`config.mk`:
```
export PLATFORM = sky130hd
export DESIGN_NAME = salc_ctrl
export DESIGN_NICKNAME = d
export VERILOG_FILES = /design/src/design/salc_pkg.sv /design/src/design/salc_ctrl.sv
export SDC_FILE = /design/constraint.sdc
export NUM_CORES = 1
export LEC_CHECK = 0
export ABC_AREA = 1
export BUFFER_PORTS_ARGS = -buffer_cell sky130_fd_sc_hd__buf_2
export CORE_AREA = 2 2 39 41
export CTS_CLUSTER_DIAMETER = 100
export CTS_CLUSTER_SIZE = 40
export DETAILED_ROUTE_END_ITERATION = 7
export DIE_AREA = 0 0 41 43
export PLACE_DENSITY = 0.43
export SLEW_MARGIN = 20
export SYNTH_ARGS = -nofsm -noshare
export SYNTH_HDL_FRONTEND = slang
export SYNTH_SLANG_ARGS = --single-unit
```
`constraint.sdc`:
```
create_clock -name clk_i -period 0.8 [get_ports clk_i]
set_input_delay 0 -clock clk_i [delete_from_list [all_inputs] [get_ports clk_i]]
set_output_delay 0 -clock clk_i [all_outputs]
set_load 0.02 [all_outputs]
```
`src/design/salc_pkg.sv`:
```
// salc_pkg: shared constants, codes and control types of the set-associative lru cache
// no dependencies; imported by the interfaces and every module of the block

package salc_pkg;

  localparam int unsigned SETS_LOG2_DEF   = 6;
  localparam int unsigned WAYS_DEF        = 8;
  localparam int unsigned KEY_WIDTH_DEF   = 32;
  localparam int unsigned VALUE_WIDTH_DEF = 32;

  localparam int unsigned CFG_IDX_W   = 1;
  localparam int unsigned CFG_DATA_W  = 4;
  localparam int unsigned SET_BITS_W  = 3;
  localparam int unsigned WAYS_CFG_W  = 4;
  localparam int unsigned COUNT_W     = 32;
  localparam int unsigned OUTCOME_W   = 2;

  localparam logic [SET_BITS_W-1:0] SET_BITS_RST = 3'd6;
  localparam logic [WAYS_CFG_W-1:0] WAYS_RST     = 4'd8;

  typedef enum logic [CFG_IDX_W-1:0] {
    CFG_SET_BITS = 1'b0,
    CFG_WAYS     = 1'b1
  } cfg_idx_e;

  typedef enum logic {
    FUNC_WRITE  = 1'b0,
    FUNC_LOOKUP = 1'b1
  } func_e;

  typedef enum logic [OUTCOME_W-1:0] {
    OUT_MISS   = 2'd0,
    OUT_UPDATE = 2'd1,
    OUT_HIT    = 2'd2
  } outcome_e;

  typedef struct packed {
    logic clear;
    logic capture;
    logic commit;
  } ctrl_cmd_t;

  typedef struct packed {
    logic clear_last;
  } dp_status_t;

endpackage

```
`src/design/salc_ctrl.sv`:
```
// salc_ctrl: sequencing fsm of the cache (clearing pass, accept, compare and write back)
// depends on salc_pkg; drives commands into salc_dpath

module salc_ctrl import salc_pkg::*; (
  input  logic       clk_i,
  input  logic       rst_ni,
  input  logic       in_valid_i,
  output logic       in_ready_o,
  output logic       out_valid_o,
  input  logic       out_ready_i,
  input  dp_status_t status_i,
  output ctrl_cmd_t  cmd_o
);

  typedef enum logic [1:0] {
    ST_CLEAR,
    ST_IDLE,
    ST_CMP
  } state_e;

  state_e state_q;
  logic   out_valid_q;

  always_comb begin
    in_ready_o    = (state_q == ST_IDLE);
    cmd_o.clear   = (state_q == ST_CLEAR);
    cmd_o.capture = (state_q == ST_IDLE) && in_valid_i;
    cmd_o.commit  = (state_q == ST_CMP) && (!out_valid_q || out_ready_i);
  end

  assign out_valid_o = out_valid_q;

  always_ff @(posedge clk_i or negedge rst_ni) begin
    if (!rst_ni) begin
      state_q     <= ST_CLEAR;
      out_valid_q <= 1'b0;
    end else begin
      unique case (state_q)
        ST_CLEAR: begin
          if (status_i.clear_last) state_q <= ST_IDLE;
        end
        ST_IDLE: begin
          if (cmd_o.capture) state_q <= ST_CMP;
        end
        ST_CMP: begin
          if (cmd_o.commit) state_q <= ST_IDLE;
        end
        default: state_q <= ST_IDLE;
      endcase
      if (cmd_o.commit) begin
        out_valid_q <= 1'b1;
      end else if (out_ready_i) begin
        out_valid_q <= 1'b0;
      end
    end
  end

endmodule

```
==> tab_implementation.tex, run 1 <==
\begin{tabular}{lr}
\hline
Metric & Value \\
\hline
\multicolumn{2}{l}{\textbf{STA}} \\
Minimum hold slack & 40.01 ps \\
Unrepaired setup endpoints after global routing & yes \\
Final Cycle Share & 127.1\% \\
Worst clock skew & 2.407 ps \\
Crit path setup slack, layout & -217.0 ps \\
Clock period minus final worst setup slack & 1017 ps \\
Number of failing hold endpoints at the final stage & 0 \\
Setup TNS & -862.3 ps \\
Relative slew slack & 90.49\% \\
Number of pins with negative max-slew slack in the final report & 0 \\
Setup Viol. Count Final & 5 \\
Highest Clock Rate & 0.9832 GHz \\
Actual transition at the worst max-transition pin & 141.2 ps \\
\multicolumn{2}{l}{\textbf{Clocking}} \\
Number of buffers created by CTS & 3 \\
Clock tree from TritonCTS & done \\
Clock latency on the worst-skew pair & 240 ps \\
Clock tree root buffer cell & sky130\_fd\_sc\_hd\_\_clkbuf\_4 \\
Register clock-pin slew on the reported worst setup and hold paths & 40 ps \\
Maximum count of clock buffers along a single path & 2 \\
Number of H-tree levels & 1 \\
Number of sinks driven by the clock tree & 3 \\
\multicolumn{2}{l}{\textbf{Critical path}} \\
Type of origin of the critical path & flop \\
Reg2Reg Setup Slack & -130 ps \\
Worst reg-to-reg path cell count & 5 \\
Worst Setup Path Type & flop to output port \\
End point of the critical path & cmd\_o[0] \\
Arrival time worst endpoint & 1020 ps \\
Required time of the worst setup path & 800 ps \\
Setup crit end kind & output port \\
Top fanout value on the critical path & 2 \\
Worst reg2reg path startpoint & state\_q[0] \\
Endpoint of the lowest-slack register-to-register path & state\_q[0] \\
CP Launch Point & state\_q[1] \\
\multicolumn{2}{l}{\textbf{Global route}} \\
Number of global-route vias before repair & 193 \\
Maximum number of pins on one net before global-route repair & 5 \\
Remaining global-route overflow & 0 \\
Antenna violations before repair & 0 \\
Overall fraction of global-route tracks in use & 6.332\% \\
Global-route wire length before repair & 641 um \\
\multicolumn{2}{l}{\textbf{Synth}} \\
Synthesized area divided by synthesized cell count & 7.052 um2 \\
Post-Synthesis Net Count & 27 \\
Syn Std Cell Area & 155.1 um2 \\
Yosys top cell by area & sky130\_fd\_sc\_hd\_\_dfrtp\_1 \\
Register area share after synthesis & 48.39\% \\
Fraction of the mapped netlist area in compound gates & 11.29\% \\
Count of different cell masters after synthesis & 7 \\
Yosys top cell area share & 48.39\% \\
Post-Synth XOR/XNOR Area & 0\% \\
Combinational family with the most area after synthesis & simple AND/OR/NAND/NOR gates \\
Number of enable-type register cells in the synthesized netlist & 0 \\
Basic-gate share of the synthesized area counting and, or, nand and nor cells & 25.81\% \\
Cell types with the highest counts after synthesis & 6 x sky130\_fd\_sc\_hd\_\_inv\_1, 6 x sky130\_fd\_sc\_hd\_\_nor2\_1, 3 x sky130\_fd\_sc\_hd\_\_dfrtp\_1, 3 x sky130\_fd\_sc\_hd\_\_nand2\_1, 2 x sky130\_fd\_sc\_hd\_\_o21ai\_0 \\
Synth Flop Type & sky130\_fd\_sc\_hd\_\_dfrtp\_1 \\
Adder and majority cell fraction of the synthesized area & 0\% \\
Portion of netlist area occupied by mux cells & 0\% \\
Largest cells by area after synthesis & sky130\_fd\_sc\_hd\_\_dfrtp\_1 48\%, sky130\_fd\_sc\_hd\_\_inv\_1 15\%, sky130\_fd\_sc\_hd\_\_nor2\_1 15\%, sky130\_fd\_sc\_hd\_\_nand2\_1 7.3\%, sky130\_fd\_sc\_hd\_\_o21ai\_0 6.5\% \\
Share of flip-flops with an asynchronous set or reset & 100.0\% \\
Number of synthesized register bits & 3 \\
Cell count after synthesis & 22 \\
Warnings, synthesis & 0 \\
\multicolumn{2}{l}{\textbf{Outcome}} \\
Status & finished, violations left \\
Violated checks & setup timing \\
\multicolumn{2}{l}{\textbf{Die}} \\
Overall die width & 41 um \\
Number of cell rows & 14 \\
Initial core utilization & 11.21\% \\
Chip height & 43 um \\
Area of the die & 1763 um2 \\
Ports placed on the boundary & 10 \\
Core area & 1384 um2 \\
\multicolumn{2}{l}{\textbf{Finish}} \\
Filler cell count & 160 \\
Area overhead of the layout relative to synthesis & 107.3\% \\
Area occupied by multi-input gates & 72.57 um2 \\
Final core utilization & 23.24\% \\
Final Non-Filler Cells & 55 \\
Final design area excluding fillers & 321.6 um2 \\
Fraction of layout cells with a size suffix above 1 & 58.97\% \\
N\_diodes & 0 \\
Number of nets in the final layout & 45 \\
Combined flip-flop and latch cell area & 76.32 um2 \\
\multicolumn{2}{l}{\textbf{Pwr}} \\
Power after layout & 1.263 mW \\
Max IR drop VDD & 0.0007082 V \\
Switching Fraction & 40.58\% \\
Power share of the sequential group & 22.1\% \\
Clock network fraction of design power & 21.6\% \\
Switching Power & 512.6 uW \\
Leak Pwr & 0.1666 nW \\
Power density cells & 3928 nW/um2 \\
Fraction of power consumed by combinational cells & 56.3\% \\
Internal power & 750.6 uW \\
\multicolumn{2}{l}{\textbf{Hold path}} \\
Path class of the lowest-slack min-delay path & primary input to flop \\
\multicolumn{2}{l}{\textbf{Routing}} \\
Via density & 3.473 \\
Final WL & 387 um \\
Iter 0 DRT Violations & 6 \\
Detailed-routing iteration count for the pre-antenna-repair pass & 2 \\
Routed wire per std cell & 7.036 um \\
Number of DRC violations after detailed routing & 0 \\
Vias & 191 \\
Antenna-violating nets left & 0 \\
\multicolumn{2}{l}{\textbf{Place}} \\
Area after detailed placement & 234.0 um2 \\
Worst slack at placement & -131.0 ps \\
Detailed Place HPWL & 294.1 um \\
Routability-driven placement congestion ratio & 0.6390 \\
Port-buffer cells & 9 \\
Post-placement cell count & 47 \\
\multicolumn{2}{l}{\textbf{Flow run}} \\
Maximum capacitance violations & 0 \\
\hline
\end{tabular}
[what timing repair did]
action,in CTS,in global routing
hold buffers,2,0
buffers inserted,2,0
pin swaps,1,0
endpoints found under the hold margin,4,0
gates resized for setup,9,2
endpoints found under the setup margin,7,8
[how the worst min path moves through the flow]
stage | start | endpoint | depth (start not counted)
2_1_floorplan | rst_ni | out_valid_o | 0
3_3_place_gp | rst_ni | state_q[0] | 1
3_5_place_dp | rst_ni | state_q[1] | 1
4_1_cts | in_valid_i | state_q[1] | 3
5_1_grt | in_valid_i | state_q[1] | 3
6_report | in_valid_i | state_q[1] | 3
[critical path, stage by stage, from the launching register on]
cell	delay, ps
sky130_fd_sc_hd__dfrtp_1	350
sky130_fd_sc_hd__inv_2	50
sky130_fd_sc_hd__nor2_2	110
sky130_fd_sc_hd__inv_1	60
sky130_fd_sc_hd__nor2_2	70
sky130_fd_sc_hd__buf_4	140
[power by group through the flow]
stage / clock, mW / combinational [mW] / sequential [mW]
after global routing: 0.311 / 0.768 / 0.290
final: 0.273 / 0.711 / 0.279
after detailed placement: 0 / 0.498 / 0.293
after floorplan: 0 / 0.322 / 0.316
after CTS: 0.284 / 0.699 / 0.275
after global placement: 0 / 0.494 / 0.291
[sequential cells by signal (all words and copies together), names as in the netlist]
signal,count
out_valid_o,1
state_q,2
[layout make-up]
| class | instances | area share, % |
|---|---|---|
| clock buffer | 4 | 8.171 |
| timing repair buffer | 13 | 32.30 |
| multi-input combinational | 13 | 22.57 |
| tap | 16 | 6.226 |
| sequential | 3 | 23.74 |
| inverter | 6 | 7.004 |
[layer usage]
layer  routed length [um]  global-route usage, %
met4                   16                  10.00
met1                  130                  4.839
met5                    0                      0
met2                  219                  8.438
met3                   21                  3.141
[layout by cell type, fill, tap and decap left out]
| cell | synthesis | final |
|---|---|---|
| sky130_fd_sc_hd__buf_2 | 0 | 4 |
| sky130_fd_sc_hd__buf_4 | 0 | 4 |
| sky130_fd_sc_hd__inv_2 | 0 | 3 |
| sky130_fd_sc_hd__inv_1 | 6 | 3 |
| sky130_fd_sc_hd__nor2_2 | 0 | 3 |
| sky130_fd_sc_hd__nand2_1 | 3 | 3 |
| sky130_fd_sc_hd__clkbuf_4 | 0 | 3 |
| sky130_fd_sc_hd__buf_6 | 0 | 3 |
| sky130_fd_sc_hd__nor2_1 | 6 | 2 |
| sky130_fd_sc_hd__dlygate4sd3_1 | 0 | 2 |
| sky130_fd_sc_hd__dfrtp_1 | 3 | 2 |
| sky130_fd_sc_hd__nand2_2 | 1 | 1 |
| sky130_fd_sc_hd__nor2_4 | 0 | 1 |
| sky130_fd_sc_hd__o21ai_0 | 2 | 1 |
| sky130_fd_sc_hd__o21ai_1 | 0 | 1 |
| sky130_fd_sc_hd__o21bai_1 | 1 | 1 |
| sky130_fd_sc_hd__clkbuf_1 | 0 | 1 |
| sky130_fd_sc_hd__dfrtp_2 | 0 | 1 |
[logic make-up after synthesis]
family,count (synthesis)
compound gates,3
buf+inv,6
flops,3
simple gates,10
No activity file was read; power rests on OpenSTA's default activity.
==> run 2, diff against run 1 <==
--- a/config.mk
+++ b/config.mk
@@ -5,7 +5,6 @@
 export SDC_FILE = /design/constraint.sdc
 export NUM_CORES = 1
 export LEC_CHECK = 0
-export ABC_AREA = 1
 export BUFFER_PORTS_ARGS = -buffer_cell sky130_fd_sc_hd__buf_2
 export CORE_AREA = 2 2 39 41
 export CTS_CLUSTER_DIAMETER = 100
==> tab_implementation.tex, run 2 <==
\begin{tabular}{lr}
\hline
Metric & Value \\
\hline
\multicolumn{2}{l}{\textbf{STA}} \\
Relative slew slack & 88.36\% \\
Number of pins with negative max-slew slack in the final report & 0 \\
Worst clock skew & 6.062 ps \\
Highest Clock Rate & 0.8733 GHz \\
Unrepaired setup endpoints after global routing & yes \\
Final Cycle Share & 143.1\% \\
Crit path setup slack, layout & -345.1 ps \\
Setup Viol. Count Final & 8 \\
Clock period minus final worst setup slack & 1145 ps \\
Number of failing hold endpoints at the final stage & 0 \\
Minimum hold slack & 101.0 ps \\
Actual transition at the worst max-transition pin & 174.1 ps \\
\multicolumn{2}{l}{\textbf{Critical path}} \\
Endpoint of the lowest-slack register-to-register path & state\_q[1] \\
Type of origin of the critical path & flop \\
End point of the critical path & cmd\_o[0] \\
Cells traversed along the worst timing path & or2b\_4 > a21oi\_2 > buf\_4 \\
Reg2Reg Setup Slack & -290 ps \\
Critical-path top delay cell & sky130\_fd\_sc\_hd\_\_dfrtp\_1 \\
Arrival time worst endpoint & 1150 ps \\
Required time of the worst setup path & 800 ps \\
Worst Setup Path Type & flop to output port \\
CP Launch Point & state\_q[0] \\
Worst reg-to-reg path cell count & 3 \\
Worst reg2reg path startpoint & state\_q[0] \\
Max incr delay on CP & 400 ps \\
Top fanout value on the critical path & 5 \\
Setup crit end kind & output port \\
\multicolumn{2}{l}{\textbf{Die}} \\
Chip height & 43 um \\
Core area & 1384 um2 \\
Ports placed on the boundary & 10 \\
Number of cell rows & 14 \\
Initial core utilization & 10.94\% \\
Area of the die & 1763 um2 \\
Overall die width & 41 um \\
\multicolumn{2}{l}{\textbf{Global route}} \\
Global-route wire length before repair & 731 um \\
Maximum number of pins on one net before global-route repair & 6 \\
Antenna violations before repair & 0 \\
Remaining global-route overflow & 0 \\
Number of global-route vias before repair & 193 \\
Overall fraction of global-route tracks in use & 6.653\% \\
\multicolumn{2}{l}{\textbf{Synth}} \\
Syn Std Cell Area & 151.4 um2 \\
Number of enable-type register cells in the synthesized netlist & 0 \\
Register area share after synthesis & 49.59\% \\
Yosys top cell by area & sky130\_fd\_sc\_hd\_\_dfrtp\_1 \\
Number of synthesized register bits & 3 \\
Synth Flop Type & sky130\_fd\_sc\_hd\_\_dfrtp\_1 \\
Cell count after synthesis & 15 \\
Yosys top cell area share & 49.59\% \\
Cell types with the highest counts after synthesis & 3 x sky130\_fd\_sc\_hd\_\_dfrtp\_1, 2 x sky130\_fd\_sc\_hd\_\_inv\_1, 2 x sky130\_fd\_sc\_hd\_\_nor3\_1 \\
Warnings, synthesis & 0 \\
Count of different cell masters after synthesis & 11 \\
Share of flip-flops with an asynchronous set or reset & 100.0\% \\
Largest cells by area after synthesis & sky130\_fd\_sc\_hd\_\_dfrtp\_1 50\%, sky130\_fd\_sc\_hd\_\_and4bb\_2 8.3\%, sky130\_fd\_sc\_hd\_\_nor3\_1 6.6\%, sky130\_fd\_sc\_hd\_\_and2b\_2 5.8\%, sky130\_fd\_sc\_hd\_\_and3b\_1 5.8\% \\
Post-Synthesis Net Count & 20 \\
Synthesized area divided by synthesized cell count & 10.09 um2 \\
Most frequently used cell type in the post-synthesis netlist & sky130\_fd\_sc\_hd\_\_dfrtp\_1 \\
\multicolumn{2}{l}{\textbf{Place}} \\
Area after detailed placement & 255.2 um2 \\
Routability-driven placement congestion ratio & 0.6056 \\
Worst slack at placement & -165.0 ps \\
Port-buffer cells & 9 \\
\multicolumn{2}{l}{\textbf{Routing}} \\
Iter 0 DRT Violations & 0 \\
Routed wire per std cell & 9.151 um \\
Detailed-routing iteration count for the pre-antenna-repair pass & 1 \\
Vias & 182 \\
Number of DRC violations after detailed routing & 0 \\
Final WL & 485 um \\
Via density & 3.434 \\
Antenna-violating nets left & 0 \\
\multicolumn{2}{l}{\textbf{Hold path}} \\
Path class of the lowest-slack min-delay path & primary input to asynchronous set/reset pin \\
\multicolumn{2}{l}{\textbf{Finish}} \\
Area overhead of the layout relative to synthesis & 164.5\% \\
Flip-flop count of the largest register after layout & 2 \\
Top reg by flops & state\_q \\
Most used cells in the layout excluding fill and tap cells & 9 x sky130\_fd\_sc\_hd\_\_buf\_6, 4 x sky130\_fd\_sc\_hd\_\_buf\_2, 3 x sky130\_fd\_sc\_hd\_\_clkbuf\_4, 3 x sky130\_fd\_sc\_hd\_\_buf\_4 \\
Final design area excluding fillers & 400.4 um2 \\
Fraction of layout cells with a size suffix above 1 & 75.68\% \\
N\_diodes & 0 \\
Most frequent standard cell in the layout excluding fill and tap cells & sky130\_fd\_sc\_hd\_\_buf\_6 \\
Number of nets in the final layout & 43 \\
\multicolumn{2}{l}{\textbf{Outcome}} \\
Violated checks & setup timing \\
Status & finished, violations left \\
\multicolumn{2}{l}{\textbf{Clocking}} \\
Maximum count of clock buffers along a single path & 2 \\
Clock latency on the worst-skew pair & 230 ps \\
Clock tree root buffer cell & sky130\_fd\_sc\_hd\_\_clkbuf\_4 \\
Number of sinks driven by the clock tree & 3 \\
Register clock-pin slew on the reported worst setup and hold paths & 40 ps \\
Number of H-tree levels & 1 \\
Clock tree from TritonCTS & done \\
Number of buffers created by CTS & 3 \\
\multicolumn{2}{l}{\textbf{Pwr}} \\
Leak Pwr & 0.1887 nW \\
Power after layout & 1.512 mW \\
Power density cells & 3777 nW/um2 \\
Max IR drop VDD & 0.001137 V \\
\multicolumn{2}{l}{\textbf{Flow run}} \\
Maximum capacitance violations & 0 \\
\hline
\end{tabular}
[run 2: cell count changes in the layout (fill, tap and decap cells not counted), moves of 2 or more]
cell / previous run / this run
sky130_fd_sc_hd__nor2_1: 2 / 0
sky130_fd_sc_hd__nor2_2: 3 / 0
sky130_fd_sc_hd__inv_2: 3 / 0
sky130_fd_sc_hd__nand2_1: 3 / 0
sky130_fd_sc_hd__nor3_4: 0 / 2
sky130_fd_sc_hd__buf_6: 3 / 9
[run 2: worst min-delay path by stage]
stage | startpoint | endpoint | depth (start not counted) | slack [ps]
2_1_floorplan | rst_ni | out_valid_o | 0 | -300
3_3_place_gp | rst_ni | state_q[1] | 1 | -200
3_5_place_dp | rst_ni | state_q[1] | 1 | -200
4_1_cts | rst_ni | state_q[1] | 2 | 100
5_1_grt | rst_ni | state_q[1] | 2 | 100
6_report | rst_ni | state_q[1] | 2 | 100
[run 2: final cells by class]
| class | instances | area, um2 |
|---|---|---|
| fill | 148 | 983.4 |
| timing repair buffer | 18 | 163.9 |
| multi-input combinational | 10 | 106.4 |
| sequential | 3 | 76.32 |
| clock buffer | 4 | 26.28 |
| tap | 16 | 20.02 |
| inverter | 2 | 7.507 |
[run 2: metal layers]
| layer | vias to the layer above | global-route usage (%) | wire length, um |
|---|---|---|---|
| met5 | - | 0 | 0 |
| met4 | 0 | 2.000 | 0 |
| met3 | 0 | 6.283 | 60 |
| met2 | 10 | 8.125 | 192 |
| met1 | 77 | 8.143 | 232 |
| li1 | 95 | - | - |
[run 2: through the flow]
stage	TNS, ps	std cells	util [%]
2_1_floorplan	-370.9	15	-
3_5_place_dp	-617.8	44	18.44
6_report	-1847	53	28.93
4_1_cts	-1906	52	27.31
5_1_grt	-2187	53	28.93
3_3_place_gp	-665.3	44	18.44
[run 2: cell families after synthesis]
family                 share of synthesized area (%)
buffers and inverters                          4.961
DFF                                            49.59
and+or+nand+nor                                38.85
AOI/OAI and AO/OA                              6.605
[run 2: critical path: cells and delay by family, from the launching register on]
kind	cells	cell delay [ps]
simple gates	1	270
buf+inv	1	150
flops	1	400
compound gates	1	100
[run 2: what timing repair did]
item | in CTS | in global routing
pin swaps | 4 | 1
setup endpoints to repair | 8 | 8
hold buffers | 2 | 0
hold endpoints to repair | 4 | 0
resized for setup | 16 | 5
buffers inserted | 2 | 2
[run 2: report_power, final]
part	switching (mW)	internal [mW]	total, mW
logic	0.412	0.561	0.973
clock network	0.0792	0.187	0.266
registers	0.0528	0.220	0.273
total	0.544	0.968	1.51
